$ cat src/hdl/lom_pkg.sv
`timescale 1ns / 1ps
// Shared types and codes of the limit order matcher.
package lom_pkg;

  localparam int unsigned PRICE_W          = 20;
  localparam int unsigned QTY_W            = 20;
  localparam int unsigned KIND_W           = 3;
  localparam int unsigned BOOK_DEPTH_DEF   = 32;

  localparam logic [QTY_W-1:0] QTY_MAX = {QTY_W{1'b1}};

  localparam logic [KIND_W-1:0] KIND_FILL   = 3'd0;
  localparam logic [KIND_W-1:0] KIND_FILLED = 3'd1;
  localparam logic [KIND_W-1:0] KIND_RESTED = 3'd2;
  localparam logic [KIND_W-1:0] KIND_MERGED = 3'd3;
  localparam logic [KIND_W-1:0] KIND_FULL   = 3'd4;

  typedef struct packed {
    logic               side_is_buy;
    logic [QTY_W-1:0]   order_qty;
    logic [PRICE_W-1:0] order_price;
  } order_t;

  typedef struct packed {
    logic [KIND_W-1:0]  report_kind;
    logic [PRICE_W-1:0] trade_price;
    logic [QTY_W-1:0]   trade_qty;
    logic [QTY_W-1:0]   rest_qty;
    logic               last_report;
  } report_t;

  typedef struct packed {
    logic               is_buy;
    logic [PRICE_W-1:0] price;
    logic [QTY_W-1:0]   qty;
  } level_t;

  typedef struct packed {
    logic done;
    logic hit;
    logic same;
    logic free;
  } scan_flags_t;

endpackage

$ cat src/hdl/lom_ram.sv
`timescale 1ns / 1ps
// Generic single-write, single-read RAM with registered read data.
module lom_ram #(
  parameter int unsigned WIDTH = 8,
  parameter int unsigned DEPTH = 32
) (
  input  logic                     clk_i,
  input  logic                     we_i,
  input  logic [$clog2(DEPTH)-1:0] waddr_i,
  input  logic [WIDTH-1:0]         wdata_i,
  input  logic [$clog2(DEPTH)-1:0] raddr_i,
  output logic [WIDTH-1:0]         rdata_o
);

  logic [WIDTH-1:0] mem_q [DEPTH];
  logic [WIDTH-1:0] rdata_q;

  always_ff @(posedge clk_i) begin
    if (we_i) begin
      mem_q[waddr_i] <= wdata_i;
    end
    rdata_q <= mem_q[raddr_i];
  end

  assign rdata_o = rdata_q;

endmodule

$ cat src/hdl/lom_scan.sv
`timescale 1ns / 1ps
// Book sweep: reads every entry once and keeps best cross, same level and free slot.
module lom_scan #(
  parameter int unsigned BOOK_DEPTH = lom_pkg::BOOK_DEPTH_DEF
) (
  input  logic                             clk_i,
  input  logic                             rst_ni,
  input  logic                             start_i,
  input  logic                             buy_i,
  input  logic [lom_pkg::PRICE_W-1:0]      price_i,
  input  logic [BOOK_DEPTH-1:0]            valid_i,
  output logic [$clog2(BOOK_DEPTH)-1:0]    raddr_o,
  input  lom_pkg::level_t                  rdata_i,
  output lom_pkg::scan_flags_t             flags_o,
  output logic [$clog2(BOOK_DEPTH)-1:0]    hit_idx_o,
  output logic [lom_pkg::PRICE_W-1:0]      hit_price_o,
  output logic [lom_pkg::QTY_W-1:0]        hit_qty_o,
  output logic [$clog2(BOOK_DEPTH)-1:0]    same_idx_o,
  output logic [lom_pkg::QTY_W-1:0]        same_qty_o,
  output logic [$clog2(BOOK_DEPTH)-1:0]    free_idx_o
);
  import lom_pkg::*;

  localparam int unsigned IdxW = $clog2(BOOK_DEPTH);
  localparam logic [IdxW-1:0] LastIdx = IdxW'(BOOK_DEPTH - 1);

  logic            busy_q, busy_d;
  logic [IdxW-1:0] rd_cnt_q, rd_cnt_d;
  logic            rv_q;
  logic [IdxW-1:0] ridx_q;

  scan_flags_t        flags_q, flags_d;
  logic [PRICE_W-1:0] best_q, best_d;
  logic [IdxW-1:0]    hit_idx_q, hit_idx_d;
  logic [QTY_W-1:0]   hit_qty_q, hit_qty_d;
  logic [IdxW-1:0]    same_idx_q, same_idx_d;
  logic [QTY_W-1:0]   same_qty_q, same_qty_d;
  logic [IdxW-1:0]    free_idx_q, free_idx_d;

  logic               ent_valid, ent_cross, ent_same, ent_free;
  logic [PRICE_W-1:0] bound;

  assign bound     = flags_q.hit ? best_q : price_i;
  assign ent_valid = valid_i[ridx_q];
  assign ent_cross = ent_valid && (rdata_i.is_buy != buy_i) &&
                     (buy_i ? (rdata_i.price <= bound) : (rdata_i.price >= bound));
  assign ent_same  = ent_valid && (rdata_i.is_buy == buy_i) &&
                     (rdata_i.price == price_i) && !flags_q.same;
  assign ent_free  = !ent_valid && !flags_q.free;

  always_comb begin
    busy_d     = busy_q;
    rd_cnt_d   = rd_cnt_q;
    flags_d    = flags_q;
    best_d     = best_q;
    hit_idx_d  = hit_idx_q;
    hit_qty_d  = hit_qty_q;
    same_idx_d = same_idx_q;
    same_qty_d = same_qty_q;
    free_idx_d = free_idx_q;
    flags_d.done = 1'b0;
    if (start_i) begin
      busy_d   = 1'b1;
      rd_cnt_d = '0;
      flags_d  = '0;
    end else begin
      if (busy_q) begin
        if (rd_cnt_q == LastIdx) begin
          busy_d = 1'b0;
        end else begin
          rd_cnt_d = rd_cnt_q + 1'b1;
        end
      end
      if (rv_q) begin
        if (ent_cross) begin
          flags_d.hit = 1'b1;
          best_d      = rdata_i.price;
          hit_idx_d   = ridx_q;
          hit_qty_d   = rdata_i.qty;
        end
        if (ent_same) begin
          flags_d.same = 1'b1;
          same_idx_d   = ridx_q;
          same_qty_d   = rdata_i.qty;
        end
        if (ent_free) begin
          flags_d.free = 1'b1;
          free_idx_d   = ridx_q;
        end
        flags_d.done = (ridx_q == LastIdx);
      end
    end
  end

  always_ff @(posedge clk_i or negedge rst_ni) begin
    if (!rst_ni) begin
      busy_q  <= 1'b0;
      rv_q    <= 1'b0;
      flags_q <= '0;
    end else begin
      busy_q  <= busy_d;
      rv_q    <= busy_q && !start_i;
      flags_q <= flags_d;
    end
  end

  always_ff @(posedge clk_i) begin
    rd_cnt_q   <= rd_cnt_d;
    ridx_q     <= rd_cnt_q;
    best_q     <= best_d;
    hit_idx_q  <= hit_idx_d;
    hit_qty_q  <= hit_qty_d;
    same_idx_q <= same_idx_d;
    same_qty_q <= same_qty_d;
    free_idx_q <= free_idx_d;
  end

  assign raddr_o     = rd_cnt_q;
  assign flags_o     = flags_q;
  assign hit_idx_o   = hit_idx_q;
  assign hit_price_o = best_q;
  assign hit_qty_o   = hit_qty_q;
  assign same_idx_o  = same_idx_q;
  assign same_qty_o  = same_qty_q;
  assign free_idx_o  = free_idx_q;

endmodule

$ cat src/hdl/limit_order_matcher.sv
`timescale 1ns / 1ps
// Top level of the limit order matcher: sequencer, valid bits, book RAM and report register.
//
//   channel   direction  handshake                payload
//   in        request in  in_valid_i / in_ready_o  in_req_i  (order_t)
//   out       report out  out_valid_o / out_ready_i out_rep_o (report_t)
//
// A zero-quantity order goes straight to its final report. Otherwise each pass over the book
// reads every entry through the single RAM read port. An order with F fills that rests,
// merges or drops runs F + 1 passes; a fully filled one runs F passes.
// Reset clears the valid bits at once: the book is empty and no clearing pass runs.
// A new request is taken once the previous one has queued its final report.
// A report waiting on out_ready_i holds the sequencer before its next book update.
module limit_order_matcher #(
  parameter int unsigned BOOK_DEPTH = lom_pkg::BOOK_DEPTH_DEF
) (
  input  logic             clk_i,
  input  logic             rst_ni,
  input  logic             in_valid_i,
  output logic             in_ready_o,
  input  lom_pkg::order_t  in_req_i,
  output logic             out_valid_o,
  input  logic             out_ready_i,
  output lom_pkg::report_t out_rep_o
);
  import lom_pkg::*;

  localparam int unsigned IdxW = $clog2(BOOK_DEPTH);

  localparam logic [1:0] ST_IDLE   = 2'd0;
  localparam logic [1:0] ST_SCAN   = 2'd1;
  localparam logic [1:0] ST_DECIDE = 2'd2;
  localparam logic [1:0] ST_DONE   = 2'd3;

  logic [1:0]            state_q, state_d;
  logic                  buy_q, buy_d;
  logic [QTY_W-1:0]      rem_q, rem_d;
  logic [PRICE_W-1:0]    price_q, price_d;
  logic [BOOK_DEPTH-1:0] valid_q, valid_d;
  logic                  out_valid_q, out_valid_d;
  report_t               out_rep_q, out_rep_d;

  logic                  scan_start;
  scan_flags_t           flags;
  logic [IdxW-1:0]       raddr, hit_idx, same_idx, free_idx;
  logic [PRICE_W-1:0]    hit_price;
  logic [QTY_W-1:0]      hit_qty, same_qty;
  level_t                rdata;

  logic                  ram_we;
  logic [IdxW-1:0]       ram_waddr;
  level_t                ram_wdata;

  logic                  slot_free;
  logic [QTY_W-1:0]      fill, left, rem_after;
  logic [QTY_W:0]        sum;
  logic [QTY_W-1:0]      merged;

  assign slot_free = !out_valid_q || out_ready_i;
  assign fill      = (rem_q < hit_qty) ? rem_q : hit_qty;
  assign left      = hit_qty - fill;
  assign rem_after = rem_q - fill;
  assign sum       = {1'b0, same_qty} + {1'b0, rem_q};
  assign merged    = sum[QTY_W] ? QTY_MAX : sum[QTY_W-1:0];

  always_comb begin
    state_d     = state_q;
    buy_d       = buy_q;
    rem_d       = rem_q;
    price_d     = price_q;
    valid_d     = valid_q;
    out_valid_d = out_valid_q && !out_ready_i;
    out_rep_d   = out_rep_q;
    scan_start  = 1'b0;
    ram_we      = 1'b0;
    ram_waddr   = hit_idx;
    ram_wdata   = '{is_buy: !buy_q, price: hit_price, qty: left};
    case (state_q)
      ST_IDLE: begin
        if (in_valid_i) begin
          buy_d   = in_req_i.side_is_buy;
          rem_d   = in_req_i.order_qty;
          price_d = in_req_i.order_price;
          if (in_req_i.order_qty == '0) begin
            state_d = ST_DONE;
          end else begin
            scan_start = 1'b1;
            state_d    = ST_SCAN;
          end
        end
      end
      ST_SCAN: begin
        if (flags.done) begin
          state_d = ST_DECIDE;
        end
      end
      ST_DECIDE: begin
        if (slot_free) begin
          out_valid_d = 1'b1;
          out_rep_d   = '0;
          if (flags.hit) begin
            ram_we = 1'b1;
            if (left == '0) begin
              valid_d[hit_idx] = 1'b0;
            end
            rem_d                 = rem_after;
            out_rep_d.report_kind = KIND_FILL;
            out_rep_d.trade_price = hit_price;
            out_rep_d.trade_qty   = fill;
            out_rep_d.rest_qty    = rem_after;
            if (rem_after == '0) begin
              state_d = ST_DONE;
            end else begin
              scan_start = 1'b1;
              state_d    = ST_SCAN;
            end
          end else begin
            out_rep_d.rest_qty    = rem_q;
            out_rep_d.last_report = 1'b1;
            state_d               = ST_IDLE;
            if (flags.same) begin
              ram_we                = 1'b1;
              ram_waddr             = same_idx;
              ram_wdata             = '{is_buy: buy_q, price: price_q, qty: merged};
              out_rep_d.report_kind = KIND_MERGED;
            end else if (flags.free) begin
              ram_we                = 1'b1;
              ram_waddr             = free_idx;
              ram_wdata             = '{is_buy: buy_q, price: price_q, qty: rem_q};
              valid_d[free_idx]     = 1'b1;
              out_rep_d.report_kind = KIND_RESTED;
            end else begin
              out_rep_d.report_kind = KIND_FULL;
            end
          end
        end
      end
      ST_DONE: begin
        if (slot_free) begin
          out_valid_d           = 1'b1;
          out_rep_d             = '0;
          out_rep_d.report_kind = KIND_FILLED;
          out_rep_d.last_report = 1'b1;
          state_d               = ST_IDLE;
        end
      end
      default: begin
        state_d = ST_IDLE;
      end
    endcase
  end

  always_ff @(posedge clk_i or negedge rst_ni) begin
    if (!rst_ni) begin
      state_q     <= ST_IDLE;
      valid_q     <= '0;
      out_valid_q <= 1'b0;
    end else begin
      state_q     <= state_d;
      valid_q     <= valid_d;
      out_valid_q <= out_valid_d;
    end
  end

  always_ff @(posedge clk_i) begin
    buy_q     <= buy_d;
    rem_q     <= rem_d;
    price_q   <= price_d;
    out_rep_q <= out_rep_d;
  end

  lom_ram #(
    .WIDTH ($bits(level_t)),
    .DEPTH (BOOK_DEPTH)
  ) u_book (
    .clk_i   (clk_i),
    .we_i    (ram_we),
    .waddr_i (ram_waddr),
    .wdata_i (ram_wdata),
    .raddr_i (raddr),
    .rdata_o (rdata)
  );

  lom_scan #(
    .BOOK_DEPTH (BOOK_DEPTH)
  ) u_scan (
    .clk_i       (clk_i),
    .rst_ni      (rst_ni),
    .start_i     (scan_start),
    .buy_i       (buy_q),
    .price_i     (price_q),
    .valid_i     (valid_q),
    .raddr_o     (raddr),
    .rdata_i     (rdata),
    .flags_o     (flags),
    .hit_idx_o   (hit_idx),
    .hit_price_o (hit_price),
    .hit_qty_o   (hit_qty),
    .same_idx_o  (same_idx),
    .same_qty_o  (same_qty),
    .free_idx_o  (free_idx)
  );

  assign in_ready_o  = (state_q == ST_IDLE);
  assign out_valid_o = out_valid_q;
  assign out_rep_o   = out_rep_q;

endmodule

$ cat config.mk
export PLATFORM = sky130hd
export DESIGN_NAME = limit_order_matcher
export DESIGN_NICKNAME = d
export VERILOG_FILES = /design/src/hdl/lom_pkg.sv /design/src/hdl/lom_ram.sv /design/src/hdl/lom_scan.sv /design/src/hdl/limit_order_matcher.sv
export SDC_FILE = /design/constraint.sdc
export NUM_CORES = 2
export LEC_CHECK = 0
export ABC_AREA = 1
export BUFFER_PORTS_ARGS = -buffer_cell sky130_fd_sc_hd__clkbuf_2
export CORE_ASPECT_RATIO = 1.5
export CORE_MARGIN = 2
export CORE_UTILIZATION = 42
export DETAILED_ROUTE_END_ITERATION = 6
export GPL_ROUTABILITY_DRIVEN = 0
export SYNTH_ARGS = -nofsm -noshare
export SYNTH_HDL_FRONTEND = slang
export SYNTH_HIERARCHICAL = 1
export SYNTH_SLANG_ARGS = --single-unit
$ cat constraint.sdc
create_clock -name clk_i -period 6.15 [get_ports clk_i]
set_clock_uncertainty 0.1 [all_clocks]
set_input_delay 0 -clock clk_i [delete_from_list [all_inputs] [get_ports clk_i]]
set_output_delay 0 -clock clk_i [all_outputs]
set_load 0.01 [all_outputs]
==> out/metrics.csv <==
stage,metric,value,unit
status,outcome,"complete, but fails checks",
status,violations,design-rule violations,
final_layout,fill_cells,15000,
drt,ant_nets,0,
timing,max_freq,172,MHz
grt,antenna_found_initial,4,
synthesis,ys_warn_count,6,
floorplan,fp.dieArea,0.172,mm²
timing,setup_viol,0,
floorplan,core-area,0.168,mm²
worst_setup_path,critPathSlowestCell,edfxtp_1,
grt,grt_overflow,0,
worst_setup_path,critical_path_class,reg -> reg,
final_layout,fin_nets,6809,
final_layout,design_area,0.0794,mm²
final_layout,stdcell_count,9020,
synthesis,netlist_top_cells_count,"2128 x nand2_1, 1492 x edfxtp_1, 1059 x nand3_1, 271 x nor2_1, 246 x inv_1",
clock_tree,clk_latency,0.79,ns
clock_tree,clock-root-buffer,clkbuf_16,
worst_setup_path,crit_arrival,6.15,ns
timing,finalMaxSlewViolations,0,
clock_tree,htreeDepth,4,
min_path,min_path_type,in -> reg,
synthesis,yosysTopAreaCellShare,63.1,%
placement,dp_slack,0.340,ns
final_layout,area_growth_syn_to_layout,11.9,%
pwr,p_leak,0.0302,µW
synthesis,syn_avg_cell_area,10.9,µm²
clock_tree,clkSlewWorstSetupHoldPaths,0.07,ns
timing,fin_setup_tns,0,ns
min_path,worstHoldPathCells,4,
placement,dpl_cell_area,0.0738,mm²
grt,grt_usage,24.1,%
grt,grt_use_met3,2.83,%
synthesis,synth.distinct_cells,62,
grt,grtUsageMet2,41.8,%
synthesis,synthArstFlopShare,2.59,%
timing,tightest_slew,1.33,ns
floorplan,chipHeight,508,µm
timing,grt_setup_unrepaired,no,
timing,min_period_over_period,94.7,%
placement,portBuffers,110,
synthesis,synth.most_common_cell,nand2_1,
timing,hold_viol_final,0,
placement,dpl.hpwl,117000,µm
worst_setup_path,rr_worst_depth,30,
drt,vias,50100,
clock_tree,cts_made_buffers,148,
synthesis,synth-edff-count,1492,
run,drv_cap,0,
grt,gr-usage-met1,30.6,%
drt,drc,1,
grt,top_usage_layer,met2,
timing,final.min_clock_period,5.82,ns
synthesis,syn-instance-count,6514,
clock_tree,cts_tree,built,
clock_tree,clk_path_buf_depth,3,
floorplan,ios,111,
timing,worst_slack,0.325,ns
worst_setup_path,cp-end-kind,flop,
synthesis,synth.yosys.seq_area_share,66.0,%
drt,wl_per_cell,23.3,µm
drt,via_per_inst,5.56,
worst_setup_path,critPathMaxStageDelay,0.46,ns
worst_setup_path,cp-start-kind,flop,
synthesis,ys_ff_latch,1584,
final_layout,drive_gt1_share,12.8,%
synthesis,yosys-top-cells-area,"edfxtp_1 63%, nand2_1 11%, nand3_1 7.5%, nand2_2 1.9%, ha_1 1.7%",
drt,firstDrtPassIters,7,
drt,wl,210000,µm
synthesis,synth_nets,6658,
timing,relSlewSlack,11.0,%
floorplan,start_util,42.3,%
grt,grt_max_degree,156,
placement,place_inst,8674,
floorplan,die_x,340,µm
pwr,p_per_area,595,mW/mm²
clock_tree,cts_sinks,1584,
synthesis,synth_flop_cell,edfxtp_1,
drt,drt_iter0_markers,5388,
pwr,peakVddDrop,0.000499,V
worst_setup_path,cp_max_fo,25,
synthesis,yosysTopAreaCell,edfxtp_1,
worst_setup_path,required,6.48,ns
grt,grt_pass1_wl,313000,µm
worst_setup_path,cpMostUsedCell,nand2_1,
synthesis,syn_area,0.0710,mm²
floorplan,rows,184,
grt,grt_pass1_vias,48500,
-- critical path, delay by kind of cell, from the launching register on --
family | cells | cell delay [ns]
AND/OR/NAND/NOR | 19 | 2.39
AO/OA/AOI/OAI | 4 | 1.01
buffers and inverters | 5 | 0.74
adder cells (fa/ha/maj) | 2 | 0.73
flip-flops | 1 | 0.46
-- layer usage --
layer  vias to the layer above  wire (µm)  share of wire, %
met1                     24700      81900                39
li1                      22800          -                 -
met5                         -          0                 0
met4                         0       9020               4.3
met2                      2181     105000                50
met3                       481      14500               6.9
-- logic make-up (layout without fill, tap and decap cells) --
kind of cell	count (synthesis)	after routing	synth area share [%]
buffers and inverters	589	859	4.98
XOR/XNOR	29	29	0.368
multiplexers	8	8	0.113
AND/OR/NAND/NOR	3818	3818	23.7
flip-flops	1584	1584	66.0
adder cells (fa/ha/maj)	99	99	1.78
other	0	4	0
AO/OA/AOI/OAI	387	387	3.05
-- placed cells by master (no fill, tap or decap), types with 10 or more instances in the layout --
cell           count
a21oi_1           96
ha_1              96
dfrtp_1           40
clkbuf_16        153
nor2_4            35
o22ai_2           11
nand3_1         1058
xor2_1            13
o22ai_1           10
nand3_2           53
clkbuf_1          24
edfxtp_1        1492
buf_12            34
inv_1            243
clkinv_1          30
o21ai_0          163
bufinv_16         14
nor2_1           235
buf_4            115
nand4_1           32
clkbuf_2         110
o21ai_1           16
nand2_2          211
o21ai_2           27
clkinv_2          27
nand2_1         2127
nor3_1            24
dlygate4sd3_1     72
dfxtp_1           46
xnor2_1           14
o21bai_1          16
-- cell type report --
type | count | area [µm²] | area share, %
clock inverters | 85 | 826 | 1.04
multi-input cells | 4341 | 21000 | 26.5
well taps | 2232 | 2790 | 3.52
clock buffers | 184 | 4020 | 5.06
inverters | 259 | 1020 | 1.29
diodes | 4 | 10.0 | 0.0126
flip-flops and latches | 1584 | 46900 | 59.0
repair buffers | 331 | 2820 | 3.55
-- repair_timing --
action / 4_1_cts / 5_1_grt
gates resized for setup: 0 / 4
setup endpoints to repair: 0 / 70
endpoints found under the hold margin: 136 / 0
buffers inserted: 0 / 1
hold buffers: 72 / 0
-- registers in the layout (all words and copies together) (netlist names) --
signal / flops
buy_q: 1
out_rep_o: 64
out_valid_o: 1
price_q: 20
rem_q: 20
state_q: 2
u_book/mem_q: 1312
u_book/rdata_o: 41
u_scan/busy_q: 1
u_scan/flags_o: 4
u_scan/free_idx_o: 5
u_scan/hit_idx_o: 5
u_scan/hit_price_o: 20
u_scan/hit_qty_o: 20
u_scan/raddr_o: 5
u_scan/ridx_q: 5
u_scan/rv_q: 1
u_scan/same_idx_o: 5
u_scan/same_qty_o: 20
valid_q: 32
-- through the flow --
step	power [µW]	hold slack [ns]	utilization, %
after floorplan	31300	-0.396	-
after global placement	37500	0.0186	44.0
after detailed placement	37700	0.0210	44.0
after CTS	47100	0.0156	47.3
after global routing	49900	0.0970	47.3
final	47200	0.0884	47.3
-- path summary, 6_finish.rpt --
path                                       startpoint                        endpoint  slack [ns]
setup / recovery                  rem_q[19]$_DFFE_PP_   u_scan/hit_qty_o[9]$_DFFE_PP_        0.33
hold / removal                           in_req_i[20]              rem_q[0]$_DFFE_PP_        0.09
setup reg to reg                  rem_q[19]$_DFFE_PP_   u_scan/hit_qty_o[9]$_DFFE_PP_        0.33
hold reg to reg            u_book/rdata_o[19]$_DFF_P_  u_scan/hit_qty_o[19]$_DFFE_PP_        0.34
max in group asynchronous                      rst_ni   u_scan/flags_o[2]$_DFFE_PN0P_        5.20
min in group asynchronous                      rst_ni         valid_q[26]$_DFFE_PN0P_        0.33
-- power breakdown --
group / internal [µW] / switching (µW)
Clock: 5240 / 4070
Combinational: 5410 / 15000
Sequential: 16600 / 885
No activity file was read; power rests on OpenSTA's default activity.
